==> src/design/spk_pkg.sv <==
// Shared types and constants of the SPH pair kernel evaluator.
// No dependencies; used by every module of the block.
package spk_pkg;

	typedef enum logic [1:0] {
		CFG_RADIUS = 2'd0,
		CFG_POLY6  = 2'd1,
		CFG_SPIKY  = 2'd2,
		CFG_VISC   = 2'd3
	} cfg_idx_t;

	localparam logic [30:0] RADIUS_RST = 31'd65536;
	localparam logic [30:0] POLY6_RST  = 31'd102674;
	localparam logic [31:0] SPIKY_RST  = 32'hFFF1_AC64;   // -938908
	localparam logic [30:0] VISC_RST   = 31'd938908;

	localparam logic [63:0] CAP63 = 64'h7FFF_FFFF_FFFF_FFFF;
	localparam logic [63:0] MAX31 = 64'h0000_0000_7FFF_FFFF;
	localparam logic [63:0] MINMAG = 64'h0000_0000_8000_0000;

	// stage counts of the shared arithmetic units
	localparam int ROOT_LAT = 31;
	localparam int MUL_LAT  = 3;

endpackage

==> src/design/spk_isqrt.sv <==
// Pipelined integer square root of a 62-bit value, one result bit per stage.
// Uses spk_pkg.
module spk_isqrt (
	input  logic        clk,
	input  logic        en,
	input  logic [61:0] x,
	output logic [30:0] root
);

	localparam int N = spk_pkg::ROOT_LAT;

	logic [61:0] rem_s [N];
	logic [61:0] res_s [N];

	always_ff @(posedge clk) begin
		logic [61:0] rin, sin;
		logic [62:0] trial;
		logic [61:0] bitv;
		if (en) begin
			for (int k = 0; k < N; k++) begin
				rin   = (k == 0) ? x : rem_s[(k == 0) ? 0 : k-1];
				sin   = (k == 0) ? 62'd0 : res_s[(k == 0) ? 0 : k-1];
				bitv  = 62'd1 << (2 * (N - 1 - k));
				trial = 63'(sin) + 63'(bitv);
				if (63'(rin) >= trial) begin
					rem_s[k] <= 62'(63'(rin) - trial);
					res_s[k] <= (sin >> 1) + bitv;
				end else begin
					rem_s[k] <= rin;
					res_s[k] <= sin >> 1;
				end
			end
		end
	end

	assign root = res_s[N-1][30:0];

endmodule

==> config.mk <==
export PLATFORM = sky130hd
export DESIGN_NAME = spk_isqrt
export DESIGN_NICKNAME = d
export VERILOG_FILES = /design/src/design/spk_pkg.sv /design/src/design/spk_isqrt.sv
export SDC_FILE = /design/constraint.sdc
export NUM_CORES = 2
export LEC_CHECK = 0
export BUFFER_PORTS_ARGS = -buffer_cell sky130_fd_sc_hd__buf_2
export CORE_MARGIN = 2
export CORE_UTILIZATION = 46
export CTS_BUF_LIST = sky130_fd_sc_hd__clkbuf_8
export DETAILED_ROUTE_END_ITERATION = 8
export PLACE_DENSITY = 0.61
export REMOVE_ABC_BUFFERS = 1
export SLEW_MARGIN = 20
export SYNTH_ARGS = -nofsm -noshare
export SYNTH_HDL_FRONTEND = slang
export SYNTH_SLANG_ARGS = --single-unit
==> constraint.sdc <==
create_clock -name clk -period 5.83 [get_ports clk]
set_input_delay 0.583 -clock clk [delete_from_list [all_inputs] [get_ports clk]]
set_output_delay 0.583 -clock clk [all_outputs]
set_load 0.01 [all_outputs]
==> results_dict.tcl <==
set metrics [dict create \
    status "completed" \
    grt_use_total 0.2331 \
    wirelength_um 297400 \
    fin_nets 10160 \
    worst_slew_pin_slew_ns 1.130 \
    final_common_cell "edfxtp_1" \
    synth_flop_cell "edfxtp_1" \
    cts_buffers 404 \
    synth_edf_count 2356 \
    fin_crit_sh 0.7989 \
    start_kind "register" \
    finalHoldViolations 0 \
    final_cells 13100 \
    dp.cells 12320 \
    cp_slowest_cell "a31oi_1" \
    final_layout_size_suffix_gt1_frac 0.08303 \
    cts_tree "done" \
    setup_ws_ns 1.172 \
    p_int_mw 32.93 \
    initial_core_util 0.4623 \
    path_class "reg2reg" \
    grt_max_degree 182 \
    worstPathArrival_ns 5.39 \
    crit_top_cell "o21ai_1" \
    tns_ns 0 \
    route.met2.wl_um 136800 \
    wl_met3_um 18510 \
    cts_root_buffer "clkbuf_8" \
    highest_layer "met5" \
    drc 0 \
    fp.coreArea_um2 245900 \
    die_y_um 501.2 \
    num_vias 74510 \
    drv_slew 0 \
    holdCritPathClass "in2reg" \
    layout_common_cells "edfxtp_1, inv_1, nand2_1" \
    fin_crit_ns 4.658 \
    port_buffers 94 \
    globalplace.congestion 0.8997 \
    fillCellCount 21420 \
    route.layer.met1.wl_um 136300 \
    p_total_mw 47.43 \
    synth-async-reset-ratio 0 \
    seq_area_frac_synth 0.6222 \
    area_growth_pct 10.88 \
    rows 182 \
    p_sw_frac 0.3057 \
    pwr-share-comb 0.210 \
    path_max_fanout 49 \
    antenna_found_initial 12 \
    cap_violations 0 \
    dp.final_hpwl_um 222000 \
    antenna_left 0 \
    dpl_worst_slack_ns 1.221 \
    max_stage_delay_ns 0.61 \
    slew_headroom 0.2470 \
    post_cts_resized 0 \
    viasPerCell 5.688 \
    final-setup-viol-count 0 \
    switchingPower_mw 14.50 \
    grt_pass1_vias 72560 \
    die_x_um 501.2 \
    rsz0062_at_grt "no" \
    end_kind "register" \
    leakage_nw 47.17 \
    grt_pass1_wl_um 445900 \
    clkPwrFrac 0.299 \
    finClkSkew_ns 0.1258 \
    overflow 0 \
    ir_drop_v 0.0002140 \
    ios 95 \
    clk_pin_slew_ns 0.07 \
    routedWlPerCell_um 22.70 \
    power_frac_seq 0.490 \
    clock.fmax_mhz 214.7 \
    drt_iter0_markers 7054 \
    synth_cell_type_count 98 \
    synthCells 9160 \
    syn_avg_cell_area_um2 12.41 \
    synth_warnings 0 \
    cp.required_ns 6.56 \
    crit_chain "inv_1 -> ha_1 -> a21oi_1 -> nand2_1 -> o31ai_1 -> o21ai_1 -> a31oi_1 -> o21ai_1 -> a31oi_4 -> buf_4 -> mux2_2" \
    clock_sinks 2356 \
    syn-cell-area_um2 113700 \
    dieArea_um2 251200 \
    p_per_area_nw_per_um2 376.2 \
    cts.path.max_buffers 4 \
    dr.pass1.iters 6 \
    ys_ff_latch 2356 \
    htree_levels 5 \
    clock_latency_ns 1.10 \
]
registers in the layout (all words and copies together) (netlist names):
signal,flops
rem_s,1860
res_s,496
path summary, 6_finish.rpt:
path	depth (start not counted)	slack (ns)	startpoint	end
setup / recovery	11	1.17	res_s[1][509]	rem_s[1][572]
hold / removal	2	0.17	x[33]	rem_s[0][33]
setup reg to reg	11	1.17	res_s[1][509]	rem_s[1][572]
hold reg to reg	0	0.38	rem_s[0][513]	rem_s[0][575]
power groups by stage:
| stage | Combinational, mW | Sequential, mW | Clock (mW) |
|---|---|---|---|
| 5_1_grt | 11.1 | 23.5 | 15.4 |
| 6_report | 9.98 | 23.3 | 14.2 |
| 3_5_place_dp | 9.82 | 23.6 | 0 |
| 4_1_cts | 9.93 | 23.3 | 14.6 |
| 2_1_floorplan | 7.05 | 22.7 | 0 |
| 3_3_place_gp | 9.76 | 23.6 | 0 |
metal layers:
metal  GRT usage  up-vias
met4     0.05578        2
met1      0.3341    36890
met3     0.04299      400
met5           0        -
li1            -    35040
met2      0.3674     2180
Yosys cell counts (all sizes together), types with 40 or more instances:
cell type	instances	area (um^2)
xor2	394	3451
nor3	268	1356
a211oi	40	310.3
nor2	579	2176
o21ai	493	2471
nor2b	72	450.4
o21a	93	698.2
nor4b	51	452.9
inv	649	2436
nor4	350	2238
a21oi	521	2608
or4	66	503.0
xnor2	434	3801
nand2	690	2590
nand2b	117	732.0
edfxtp	2356	70750
nand4	159	994.7
buf	51	327.8
clkbuf	174	653.1
nand3	141	705.7
or3	119	744.5
a21o	183	1374
a31oi	46	294.0
mux2	69	777.0
ha	525	6569
per-stage QoR:
step,util,cell area [um^2],hold slack (ns)
2_1_floorplan,-,112700,0.4166
5_1_grt,0.5126,126100,0.09343
6_report,0.5126,126100,0.1684
4_1_cts,0.5126,126100,0.03906
3_3_place_gp,0.4795,117900,0.4226
3_5_place_dp,0.4795,117900,0.4340
cell families after synthesis:
logic type	count (synthesis)	synth area share
AOI/OAI and AO/OA	1654	0.08897
xor gates and xnor gates	828	0.06378
adders and majority gates	525	0.05777
buffers and inverters	874	0.03005
DFF	2356	0.6222
muxes	86	0.008330
and+or+nand+nor	2837	0.1289
timing repair:
item                       4_1_cts  5_1_grt
hold buffers                    63        0
buffers inserted                 0        0
setup endpoints to repair        0        0
hold endpoints to repair       108        0
area by class of cell:
class,instances,area (um^2),area share
Clock inverter,300,1829,0.01451
Timing Repair Buffer,229,1757,0.01393
Multi-Input combinational cell,5930,39600,0.3141
Inverter,649,2436,0.01932
Sequential cell,2356,70750,0.5611
Tap cell,3220,4029,0.03196
Clock buffer,412,5670,0.04498
Antenna cell,2,5.005,0.00003970
worst max-delay path: cells and delay by family, from the launching register on:
kind	cells	cell delay [ns]
DFF	1	0.50
AOI/OAI and AO/OA	6	2.31
muxes	1	0.40
and+or+nand+nor	1	0.10
adders and majority gates	1	0.39
buffers and inverters	2	0.55
Note: power is estimated with default switching activity, not from simulation.
